===== src/sv/pip_pkg.sv =====
// Shared constants, command codes and control/status types of the point-in-polygon unit.
`default_nettype none

package pip_pkg;

    localparam int MAX_VERTICES = 64;
    localparam int COORD_WIDTH  = 32;
    localparam int VIDX_W       = $clog2(MAX_VERTICES);
    localparam int VCNT_W       = $clog2(MAX_VERTICES + 1);
    localparam int DIFF_W       = COORD_WIDTH + 1;
    localparam int PROD_W       = 2 * DIFF_W;
    localparam int VERT_W       = 2 * COORD_WIDTH;
    localparam int CMD_W        = 2;
    localparam int S_FIELDS_W   = CMD_W + 2 * COORD_WIDTH;
    localparam int S_TDATA_W    = ((S_FIELDS_W + 7) / 8) * 8;
    localparam int M_TDATA_W    = 8;
    localparam int DRAIN_CYCLES = 2;

    localparam logic signed [COORD_WIDTH-1:0] COORD_MAX = {1'b0, {(COORD_WIDTH-1){1'b1}}};
    localparam logic signed [COORD_WIDTH-1:0] COORD_MIN = {1'b1, {(COORD_WIDTH-1){1'b0}}};

    typedef enum logic [CMD_W-1:0] {
        CMD_CLEAR  = 2'd0,
        CMD_APPEND = 2'd1,
        CMD_QUERY  = 2'd2
    } cmd_t;

    typedef struct packed {
        logic              clear;
        logic              append;
        logic              start;
        logic              rd_en;
        logic              rd_first;
        logic [VIDX_W-1:0] rd_addr;
        logic              close_edge;
        logic              out_load;
    } pip_ctl_t;

    typedef struct packed {
        logic              query_ok;
        logic [VCNT_W-1:0] vcount;
    } pip_sts_t;

endpackage

`default_nettype wire


===== src/sv/pip_ctrl.sv =====
// Controller state machine: command decode, vertex walk sequencing and result handoff.
`default_nettype none

module pip_ctrl (
    input  wire logic                      aclk,
    input  wire logic                      aresetn,
    input  wire logic                      s_tvalid,
    output logic                           s_tready,
    input  wire logic [pip_pkg::CMD_W-1:0] cmd,
    output logic                           m_tvalid,
    input  wire logic                      m_tready,
    input  wire pip_pkg::pip_sts_t         sts,
    output pip_pkg::pip_ctl_t              ctl
);

    import pip_pkg::*;

    typedef enum logic [2:0] {
        S_IDLE,
        S_WALK,
        S_LAST,
        S_CLOSE,
        S_DRAIN,
        S_DONE
    } state_t;

    state_t            state_reg, state_next;
    logic [VCNT_W-1:0] idx_reg, idx_next;
    logic [VCNT_W-1:0] idx_inc;
    logic              m_tvalid_reg, m_tvalid_next;
    logic              accept;
    logic              out_free;

    assign s_tready = (state_reg == S_IDLE);
    assign accept   = s_tvalid && s_tready;
    assign m_tvalid = m_tvalid_reg;
    assign out_free = !m_tvalid_reg || m_tready;
    assign idx_inc  = idx_reg + VCNT_W'(1);

    always_comb begin
        state_next    = state_reg;
        idx_next      = idx_reg;
        m_tvalid_next = m_tvalid_reg && !m_tready;
        ctl           = '0;
        ctl.rd_addr   = idx_reg[VIDX_W-1:0];
        unique case (state_reg)
            S_IDLE: begin
                if (accept) begin
                    unique case (cmd_t'(cmd))
                        CMD_CLEAR:  ctl.clear  = 1'b1;
                        CMD_APPEND: ctl.append = 1'b1;
                        CMD_QUERY: begin
                            ctl.start  = 1'b1;
                            idx_next   = '0;
                            state_next = sts.query_ok ? S_WALK : S_DONE;
                        end
                        default: ;
                    endcase
                end
            end
            S_WALK: begin
                ctl.rd_en    = 1'b1;
                ctl.rd_first = (idx_reg == '0);
                idx_next     = idx_inc;
                if (idx_inc == sts.vcount) begin
                    state_next = S_LAST;
                end
            end
            S_LAST: begin
                state_next = S_CLOSE;
            end
            S_CLOSE: begin
                ctl.close_edge = 1'b1;
                idx_next       = '0;
                state_next     = S_DRAIN;
            end
            S_DRAIN: begin
                idx_next = idx_inc;
                if (idx_reg == VCNT_W'(DRAIN_CYCLES - 1)) begin
                    state_next = S_DONE;
                end
            end
            S_DONE: begin
                if (out_free) begin
                    ctl.out_load  = 1'b1;
                    m_tvalid_next = 1'b1;
                    state_next    = S_IDLE;
                end
            end
            default: state_next = S_IDLE;
        endcase
    end

    always_ff @(posedge aclk) begin
        if (!aresetn) begin
            state_reg    <= S_IDLE;
            idx_reg      <= '0;
            m_tvalid_reg <= 1'b0;
        end else begin
            state_reg    <= state_next;
            idx_reg      <= idx_next;
            m_tvalid_reg <= m_tvalid_next;
        end
    end

    a_walk_needs_two: assert property (@(posedge aclk) disable iff (!aresetn)
        (state_reg == S_WALK) |-> (sts.vcount >= VCNT_W'(2)))
        else $error("walk with fewer than two vertices");

    a_valid_from_done: assert property (@(posedge aclk) disable iff (!aresetn)
        $rose(m_tvalid_reg) |-> ($past(state_reg) == S_DONE))
        else $error("result raised outside done state");

endmodule

`default_nettype wire


===== config.mk =====
export PLATFORM = sky130hd
export DESIGN_NAME = pip_ctrl
export DESIGN_NICKNAME = d
export VERILOG_FILES = /design/src/sv/pip_pkg.sv /design/src/sv/pip_ctrl.sv
export SDC_FILE = /design/constraint.sdc
export NUM_CORES = 1
export LEC_CHECK = 0
export BUFFER_PORTS_ARGS = -buffer_cell sky130_fd_sc_hd__buf_2
export CORE_UTILIZATION = 30
export DETAILED_ROUTE_END_ITERATION = 10
export PLACE_DENSITY_LB_ADDON = 0.08
export SYNTH_ARGS = -nofsm -noshare
export SYNTH_HDL_FRONTEND = slang
export SYNTH_SLANG_ARGS = --single-unit
export TNS_END_PERCENT = 30

===== constraint.sdc =====
create_clock -name aclk -period 4.3 [get_ports aclk]
set_input_delay 0.86 -clock aclk [delete_from_list [all_inputs] [get_ports aclk]]
set_output_delay 0.86 -clock aclk [all_outputs]
set_load 0.01 [all_outputs]

# After elaboration in Yosys (flattened, before gate mapping)
# Cells that the tools add are included.
# totals
elab_cells	51
regBits	11
output_inout_bits	15
in_bits	14
# op_classes
eq_ne	14
muxes	21
reduce_logical	12
add_sub_neg	1
# op_table
operator	count
$mux W3	8
$pmux W7 S3	1
$pmux W3 S6	1
$mux W7	2
$mux W1	8
$add A7 B1 Y7 const B	1
$eq A7 B1 Y1 const B	1
$eq A7 B7 Y1	1
$logic_not A7 Y1	1
$eq A3 B2 Y1 const B	2
$eq A3 B3 Y1 const B	2
$ne A2 B2 Y1 const B	3
$reduce_and A5 Y1	1
$ne A2 B1 Y1 const B	2
$eq A3 B1 Y1 const B	1
$logic_not A3 Y1	1
$reduce_and A3 Y1	1
$reduce_bool A3 Y1	1
$eq A2 B1 Y1 const B	1
$eq A2 B2 Y1 const B	1
$logic_and A1 B1 Y1	2
$logic_not A1 Y1	2
$logic_not A2 Y1	1
$mux W2	1
other kinds (2)	2

# Logic depth before layout (Yosys ltp)
# Gate-level depths: netlist (run 1).
# logic_depth
word_depth	4
ltp_mapped	7
ltp_nobuf	6

# Worst setup path before layout (run 1)
# No wires, ideal clock.
# synth_path
path_type	reg2out
startpoint	register state_reg[1]
endpoint	output port ctl[12] (netlist name)
t_required_ns	3.440
path_slack_ns	2.115
path_stages_with_launch	4
arrival_time_ns	1.325
path_buffers	1
path_cell_list	dfxtp_1 > clkbuf_1 > nor3_1 > nor4bb_1
# synth_rtl
element	line_no	rtl
start, declared	pip_ctrl.sv:27	state_t state_reg, state_next;
start signal, assigned	pip_ctrl.sv:100	state_reg <= state_next;
end, declared	pip_ctrl.sv:13	output pip_pkg::pip_ctl_t ctl

==> impl_metrics.csv, run 1 <==
group,metric,value,unit
synthesis,synth_top_flop_cell,"dfxtp_1",
detailed_routing,avgViaCountPerCell,4.81,
synthesis,yosys_warnings,0,
layout,largest_reg_flops,7,
synthesis,synth_seq_cells,11,
synthesis,async_flop_share,0,%
synthesis,yosysTopAreaCellShare,23.2,%
setup_path,required,3440,ps
die,start_util,31.4,%
sta,finalHoldViolations,0,
setup_path,critPathKind,"reg2out",
sta,rsz0062_at_grt,"false",
synthesis,syn-cell-area,950,um^2
clocking,cts_tree,"done",
power,power.leakage,0.519,nW
die,core,3030,um^2
layout,layout-drive-gt1-share,27.0,%
placed_design,place_area,1060,um^2
sta,setup_violations,0,
layout,finalNonFillerCells,185,
global_route,grt_pass1_vias,822,
detailed_routing,drt_iter0_markers,26,
die,dieWidth,58.3,um
detailed_routing,route.vias.total,889,
clocking,cts.path.max_buffers,2,
global_route,grt_overflow,0,
layout,post-route-cell-area,1090,um^2
synthesis,synth_fp_nets,140,
global_route,grt_pass1_wl,3780,um
synthesis,netlist_instances,123,
global_route,grt_antenna_before_repair,0,
layout,antenna_cells_inserted,0,
sta,worstMarginPinSlew,415,ps
die,die_h,58.3,um
die,placementRows,20,
detailed_routing,drtAntennaViolNets,0,
sta,relSlewSlack,72.3,%
sta,period_needed,2510,ps
die,ios,29,
synthesis,synth_common_cells,"nor2_1, dfxtp_1, nand2_1",
setup_path,critPathMaxFanout,11,
detailed_routing,drt-total-wl,2300,um
placed_design,portBuffers,28,
setup_path,crit_path_end_kind,"output port",
placed_design,gp_congestion,0.780,
power,peakVddDrop,0.000117,V
synthesis,yosysMostFrequentCell,"nor2_1",
setup_path,cpPeakStageDelay,550,ps
die,die-area,3390,um^2
clocking,insertion_delay,270,ps
clocking,cts.sinks,11,
synthesis,yosysTopAreaCell,"dfxtp_1",
placed_design,hpwl,1750,um
sta,clock_skew,1.75,ps
hold_path,hp-class,"reg2reg",
flow_run,drv_cap,0,
synthesis,synth_seq_area_share,23.2,%
global_route,groute.usage.overall,14.7,%
detailed_routing,drc_errors,0,
clocking,cts_resized,0,
placed_design,placed_cells,181,
sta,whs,534,ps
layout,area_growth,14.6,%
synthesis,synth_area_leaders,"dfxtp_1, buf_4, nor2_1, xnor2_1, ha_1",
clocking,cts_hold_buf,0,
clocking,numCtsBuffers,3,
synthesis,synth_edf_count,0,
sta,slew_viol_final,0,
global_route,grt_max_degree,13,
clocking,post_cts_buffers,0,
sta,clock.fmax,399,MHz
detailed_routing,wl_per_cell,12.4,um
setup_path,slowest_stage,"or4_1",
setup_path,critPathLaunchType,"register",
detailed_routing,drtPass1Iterations,4,
layout,layout.nets,159,
setup_path,worstPathCellList,"or4_1, nor2_1, and3_1, buf_2",
sta,setup_tns,0,ps
run_status,status,"finished clean",
synthesis,postSynthAreaPerCell,7.72,um^2
synthesis,ys_types,42,
clocking,root_buffer,"clkbuf_4",
layout,fin_util,36.0,%
sta,fin_crit_sh,58.3,%
power,powerDensity,216,nW/um^2
clocking,clkTransAtPathRegs,70,ps
setup_path,critPathArrivalTime,1650,ps
setup_path,reg2reg_slack,2190,ps
clocking,htreeDepth,1,
-- cell families (layout without fill, tap and decap cells) --
| family | after synthesis | in the layout | synth area share, % |
|---|---|---|---|
| AND/OR/NAND/NOR | 55 | 55 | 32.0 |
| buffers and inverters | 17 | 35 | 9.88 |
| AO/OA/AOI/OAI | 28 | 28 | 22.7 |
| adder cells (fa/ha/maj) | 3 | 3 | 3.95 |
| XOR/XNOR | 9 | 9 | 8.30 |
| flip-flops | 11 | 11 | 23.2 |
-- layout by cell type, fill, tap and decap left out, types with 4 or more instances in the layout --
cell / n
a31oi_1: 5
and3_1: 4
buf_2: 28
dfxtp_1: 11
nand2_1: 9
nand3_1: 6
nor2_1: 14
o21ai_0: 6
xnor2_1: 5
xor2_1: 4
-- layout make-up --
type	count	area, um^2
flip-flops and latches	11	220
well taps	44	55.1
clock buffers	4	26.3
fillers	337	1940
repair buffers	28	140
multi-input cells	95	636
inverters	3	11.3
-- power by group --
| group | switching, mW | internal (mW) | leakage [nW] |
|---|---|---|---|
| clock network | 0.0377 | 0.0360 | 0.0150 |
| registers | 0.00516 | 0.104 | 0.0889 |
| logic | 0.0285 | 0.0235 | 0.415 |
-- worst max-delay path, delay by kind of cell, from the launching register on --
family	cells	cell delay, ps
simple gates	3	840
buf+inv	1	120
flops	1	410
-- per-stage QoR --
stage               total power, mW  worst slack [ps]
CTS                           0.240              1770
finish                        0.235              1790
floorplan                     0.146              2120
global placement              0.163              1980
global route                  0.252              1670
detailed placement            0.164              1950
-- path summary, 6_finish.rpt --
kind                      startpoint                         to  cells after the start
max          idx_reg[2]$_SDFFE_PN0P_                     ctl[8]                      4
min          idx_reg[6]$_SDFFE_PN0P_    idx_reg[6]$_SDFFE_PN0P_                      1
max reg2reg  idx_reg[0]$_SDFFE_PN0P_  state_reg[1]$_SDFFE_PN0P_                      6
min reg2reg  idx_reg[6]$_SDFFE_PN0P_    idx_reg[6]$_SDFFE_PN0P_                      1
-- metal layers --
metal	vias up	GRT usage (%)	part of all wire, %	wire (um)
li1	462	-	-	-
met1	408	18.6	47	1080
met2	19	25.0	47	1090
met3	0	5.36	5.7	131
met4	0	1.02	0	0
met5	-	0	0	0
No activity file was read; power rests on OpenSTA's default activity.
==> run 2, diff against run 1 <==
- ABC_AREA: unset -> 1
- clock period: 4.3 -> 2.4 ns (I/O delays scaled with it)
==> run 2 against run 1 <==
Sequential share of layout area shrank 0.76 points; utilization is 1.4 points higher; combinational power increased to 8.3 times the previous value; critical path depth grew 1; non-clock buffer count did not move; via count increased by 8.8%; count of clock-buffer cells in the layout is the same; clock power grew 82%; cell area increased by 3.9%; synthesized area up 0.53%; synthesized cell count grew 24%; global-route usage increased by 0.55 points; critical path type unchanged; largest cell class unchanged.
==> impl_metrics.csv, run 2 <==
group,metric,value,unit
sta,rsz0062_at_grt,"false",
sta,whs,468,ps
setup_path,cp.buffers_inverters,2,
synthesis,synth_top_flop_cell,"dfxtp_1",
detailed_routing,wl_per_cell,9.94,um
synthesis,netlist_instances,153,
die,dieWidth,58.4,um
clocking,root_buffer,"clkbuf_4",
layout,largest_reg_flops,7,
setup_path,cpPeakStageDelay,350,ps
synthesis,yosysMostFrequentCell,"nand2_1",
synthesis,yosys_warnings,0,
sta,clock_skew,10.8,ps
die,ios,29,
detailed_routing,drtPass1Iterations,4,
layout,antenna_cells_inserted,0,
sta,worst_slack,419,ps
power,power.leakage,0.562,nW
power,peakVddDrop,0.000407,V
setup_path,required,1920,ps
sta,period_needed,1980,ps
setup_path,slowest_stage,"dfxtp_1",
synthesis,postSynthAreaPerCell,6.24,um^2
placed_design,post-place-ws,542,ps
setup_path,critPathMaxFanout,5,
detailed_routing,drt-total-wl,2220,um
synthesis,synth_common_cells,"nand2_1, inv_1, nand3_1",
clocking,post_cts_buffers,0,
synthesis,synth_seq_area_share,23.1,%
synthesis,synth_seq_cells,11,
setup_path,critPathLaunchType,"register",
synthesis,synth_fp_nets,170,
layout,layout.nets,197,
die,core,3030,um^2
synthesis,yosysTopAreaCell,"dfxtp_1",
global_route,groute.usage.overall,15.2,%
synthesis,ys_types,23,
die,die_h,58.4,um
detailed_routing,drc_errors,0,
layout,final_cell_mix,"nand2_1, buf_2, inv_1, nand3_1, dfxtp_1",
setup_path,critPathKind,"reg2out",
sta,relSlewSlack,74.2,%
global_route,grt_antenna_before_repair,0,
die,placementRows,20,
clocking,cts_tree,"done",
clocking,cts_resized,0,
global_route,top_usage_layer,"met1",
global_route,grt_pass1_vias,870,
setup_path,worstPathCellList,"inv_1, nand2_1, nor2_1, and3_1, buf_2",
layout,area_growth,18.5,%
setup_path,cpLargestDelayFamily,"simple AND/OR/NAND/NOR gates",
layout,fin_util,37.4,%
sta,worstMarginPinSlew,385,ps
global_route,grt_max_degree,9,
detailed_routing,avgViaCountPerCell,4.34,
power,powerDensity,722,nW/um^2
layout,final_common_cell,"nand2_1",
synthesis,synth_edf_count,0,
global_route,gr-usage-met1,21.7,%
global_route,grt_overflow,0,
placed_design,gp_congestion,0.806,
die,die-area,3410,um^2
synthesis,synth_area_leaders,"dfxtp_1, nand2_1, nand3_1, inv_1, a21oi_1",
global_route,grt_pass1_wl,3870,um
detailed_routing,drt_iter0_markers,43,
placed_design,hpwl,1800,um
synthesis,syn-cell-area,955,um^2
sta,slew_viol_final,0,
sta,fin_crit_sh,82.6,%
synthesis,yosysTopAreaCellShare,23.1,%
sta,setup_tns,0,ps
setup_path,crit_path_end_kind,"output port",
clocking,cts.path.max_buffers,2,
global_route,use_met2,21.5,%
clocking,cts.sinks,11,
sta,setup_violations,0,
clocking,clkTransAtPathRegs,70,ps
global_route,met3_usage,2.86,%
layout,fillCellCount,364,
power,power,0.816,mW
run_status,status,"finished clean",
synthesis,async_flop_share,0,%
die,start_util,31.5,%
detailed_routing,route.vias.total,967,
flow_run,drv_cap,0,
clocking,htreeDepth,1,
layout,layout-drive-gt1-share,27.9,%
hold_path,hp-class,"in2reg",
setup_path,critPathArrivalTime,1500,ps
placed_design,portBuffers,28,
clocking,insertion_delay,270,ps
detailed_routing,drtAntennaViolNets,0,
sta,finalHoldViolations,0,
sta,clock.fmax,505,MHz
clocking,cts_hold_buf,0,
clocking,numCtsBuffers,3,
[run 2: cell types whose count changed after synthesis, sizes merged, moves of 3 or more]
cell    previous run  this run
nand2              9        49
inv                3        23
a31oi              5         1
a21oi              3        10
clkbuf             4         0
and3               5         1
o21ai              6         2
nand2b             3         0
xnor2              5         1
nand3              6        23
and2               4         0
buf               10         6
xor2               4         1
[run 2: final cells by class]
type	instances	area (um^2)	area share, %
sequential	11	220	19.5
timing repair buffer	28	140	12.4
clock buffer	4	26.3	2.32
multi-input combinational	111	596	52.7
inverter	25	93.8	8.30
tap	44	55.1	4.87
[run 2: through the flow]
| step | cell area [um^2] | std cells |
|---|---|---|
| 2_1_floorplan | 955 | 153 |
| 3_3_place_gp | 1100 | 219 |
| 3_5_place_dp | 1100 | 219 |
| 4_1_cts | 1130 | 223 |
| 5_1_grt | 1130 | 223 |
| 6_report | 1130 | 223 |
[run 2: worst reg2reg max path, delay by kind of cell (launching register included)]
kind | cells | cell delay, ps
xor+xnor | 1 | 150
simple gates | 9 | 650
fa+ha+maj | 1 | 340
buf+inv | 1 | 140
flops | 1 | 440
[run 2: where the power goes]
group	internal (mW)	switching, mW	total, mW
combinational	0.151	0.279	0.430
clock	0.0643	0.0701	0.134
sequential	0.212	0.0397	0.252
[run 2: cells by family after synthesis]
kind of cell,synth area share (%)
flops,23.1
fa+ha+maj,3.93
simple gates,48.0
compound gates,8.65
xor+xnor,1.84
buf+inv,14.5
[run 2: final timing paths]
kind                                   from                         to  slack (ps)  depth (start not counted)
setup reg to reg    idx_reg[0]$_SDFFE_PN0P_  state_reg[2]$_SDFFE_PN0P_         550                         12
hold reg to reg     idx_reg[6]$_SDFFE_PN0P_    idx_reg[6]$_SDFFE_PN0P_         510                          2
hold / removal                      aresetn  state_reg[0]$_SDFFE_PN0P_         470                          3
setup / recovery  state_reg[2]$_SDFFE_PN0P_                     ctl[8]         420                          5
[run 2: metal layers]
metal  routed length, um  up-vias
li1                    -      533
met5                   0        -
met3                 102        2
met4                  17        0
met2                 973       22
met1                1120      410
==> run 3, diff against run 2 <==
- ABC_AREA: 1 -> 0
- clock period: 2.4 -> 1.62 ns (I/O delays scaled with it)
==> run 3 against run 2 <==
The run now ends with negative setup slack left; via count grew 3.4%; power shrank 20%; utilization grew 6.0 points; worst setup slack lost 640 ps; sequential share of layout area shrank 1.1 points; clock power grew 47%; clock skew shrank 7.7 ps; wire length grew 12%; critical endpoint unchanged.
==> impl_metrics.csv, run 3 (synthesis gave the netlist of run 1 again) <==
group,metric,value,unit
sta,slew_viol_final,0,
sta,whs,369,ps
die,start_util,31.4,%
global_route,groute.usage.overall,16.7,%
setup_path,worstPathCellList,"or4_4, nor2_4, and3_4, buf_6",
clocking,htreeDepth,1,
clocking,cts_hold_buf,0,
setup_path,crit_path_end_kind,"output port",
sta,setup_violations,3,
layout,final_cell_mix,"buf_2, buf_4, nor2_1, nand2_1, o21ai_0",
die,die-area,3390,um^2
power,swShare,30.6,%
clocking,numCtsBuffers,3,
power,powerDensity,501,nW/um^2
power,peakVddDrop,0.000268,V
setup_path,critPathArrivalTime,1510,ps
setup_path,cpLargestDelayFamily,"simple AND/OR/NAND/NOR gates",
clocking,root_buffer,"clkbuf_4",
power,internal_power,0.456,mW
detailed_routing,drt_iter0_markers,26,
setup_path,cp.buffers_inverters,1,
layout,finalNonFillerCells,203,
detailed_routing,route.vias.total,1000,
power,combPwrFrac,26.8,%
sta,rsz0062_at_grt,"true",
setup_path,required,1300,ps
placed_design,place_area,1230,um^2
setup_path,critPathKind,"reg2out",
placed_design,gp_congestion,0.755,
layout,final_common_cell,"buf_2",
sta,period_needed,1840,ps
setup_path,reg2reg_slack,-110,ps
layout,layout.nets,177,
die,ios,29,
layout,area_growth,38.1,%
sta,setup_tns,-410,ps
setup_path,r2r_cells,6,
layout,largest_reg_flops,7,
hold_path,hold_depth,2,
setup_path,slowest_stage,"or4_4",
power,clkPwrFrac,29.9,%
power,p_seq_share,43.3,%
clocking,cts.path.max_buffers,2,
power,power.leakage,0.623,nW
layout,fillCellCount,323,
power,power,0.657,mW
global_route,grt_pass1_wl,4270,um
global_route,grt_overflow,0,
sta,relSlewSlack,80.2,%
layout,post-route-cell-area,1310,um^2
setup_path,r2r-end,"state_reg[1]$_SDFFE_PN0P_",
run_status,status,"complete, but fails checks",
detailed_routing,avgViaCountPerCell,4.93,
die,placementRows,20,
setup_path,critPathLaunchType,"register",
hold_path,hp-class,"in2reg",
hold_path,hp-start,"aresetn",
hold_path,min_to,"state_reg[2]$_SDFFE_PN0P_",
global_route,grt_antenna_before_repair,0,
run_status,violations,"negative setup slack",
die,dieWidth,58.3,um
placed_design,placed_cells,199,
setup_path,r2r_start,"idx_reg[0]$_SDFFE_PN0P_",
power,p_switching,0.201,mW
placed_design,portBuffers,28,
sta,finalHoldViolations,0,
detailed_routing,drtPass1Iterations,4,
sta,worstMarginPinSlew,295,ps
sta,clock_skew,3.16,ps
sta,worst_slack,-218,ps
placed_design,hpwl,1960,um
layout,antenna_cells_inserted,0,
detailed_routing,wl_per_cell,12.2,um
clocking,insertion_delay,270,ps
sta,fin_crit_sh,113,%
clocking,cts.sinks,11,
detailed_routing,drtAntennaViolNets,0,
setup_path,critPathMaxFanout,2,
clocking,cts_tree,"done",
layout,layout-drive-gt1-share,45.9,%
die,core,3030,um^2
detailed_routing,drt-total-wl,2480,um
flow_run,drv_cap,0,
clocking,clkTransAtPathRegs,80,ps
setup_path,cpPeakStageDelay,550,ps
global_route,grt_pass1_vias,938,
global_route,grt_max_degree,12,
detailed_routing,drc_errors,0,
die,die_h,58.3,um
sta,clock.fmax,544,MHz
==> run 3: changes by cell type in the layout (fill, tap and decap cells not counted), moves of 7 or more <==
cell | previous run | this run
nand2_1 | 40 | 9
nand3_1 | 19 | 5
buf_4 | 0 | 18
inv_1 | 23 | 3
nand2_2 | 7 | 0
dfxtp_1 | 11 | 3
a21oi_1 | 10 | 3
==> run 3: what timing repair did <==
item                       CTS  global route
gates resized for setup     12             6
setup endpoints to repair    7             8
pin swaps                    4             3
setup buffers                0             0
==> run 3: stage by stage <==
stage | setup WS, ps | util [%]
2_1_floorplan | -26.4 | -
3_3_place_gp | -94.2 | 40.6
3_5_place_dp | -124 | 40.6
4_1_cts | -265 | 42.8
5_1_grt | -294 | 43.3
6_report | -218 | 43.3
==> run 3: layout make-up <==
| class | instances | area, um^2 | share of cell area (%) |
|---|---|---|---|
| Multi-Input combinational cell | 95 | 697 | 53.1 |
| Timing Repair Buffer | 46 | 282 | 21.5 |
| Sequential cell | 11 | 240 | 18.3 |
| Tap cell | 44 | 55.1 | 4.20 |
| Clock buffer | 4 | 26.3 | 2.00 |
| Inverter | 3 | 11.3 | 0.859 |
==> run 3: how the worst max path moves through the flow <==
stage	startpoint	to	slack, ps	cells past startpoint
after floorplan	idx_reg[0]$_SDFFE_PN0P_	state_reg[1]$_SDFFE_PN0P_	-30	6
after global placement	sts[2]	state_reg[0]$_SDFFE_PN0P_	-90	6
after detailed placement	sts[2]	state_reg[0]$_SDFFE_PN0P_	-120	6
after CTS	idx_reg[2]$_SDFFE_PN0P_	ctl[8]	-260	4
after global routing	idx_reg[2]$_SDFFE_PN0P_	ctl[8]	-290	4
final	idx_reg[2]$_SDFFE_PN0P_	ctl[8]	-220	4
==> run 3: power groups by stage <==
stage	clock network [mW]	registers [mW]	logic [mW]
2_1_floorplan	0	0.290	0.102
3_3_place_gp	0	0.292	0.169
3_5_place_dp	0	0.292	0.170
4_1_cts	0.207	0.286	0.177
5_1_grt	0.223	0.286	0.196
6_report	0.197	0.284	0.176
==> run 3: layer usage <==
layer	track usage, %	vias to the layer above	part of all wire [%]	wire length [um]
li1	-	501	-	-
met1	21.7	465	45	1120
met2	26.1	32	47	1170
met3	6.03	2	7.2	178
met4	4.42	0	0.36	9
met5	0	-	0	0
==> run 3: worst register-to-register path: stages, from the launching register on <==
cell and delay, ps:
dfxtp_4 360, ha_4 170, nand2b_4 140, o211ai_2 60, or3b_4 400, a2111oi_4 330
a41o_1 210
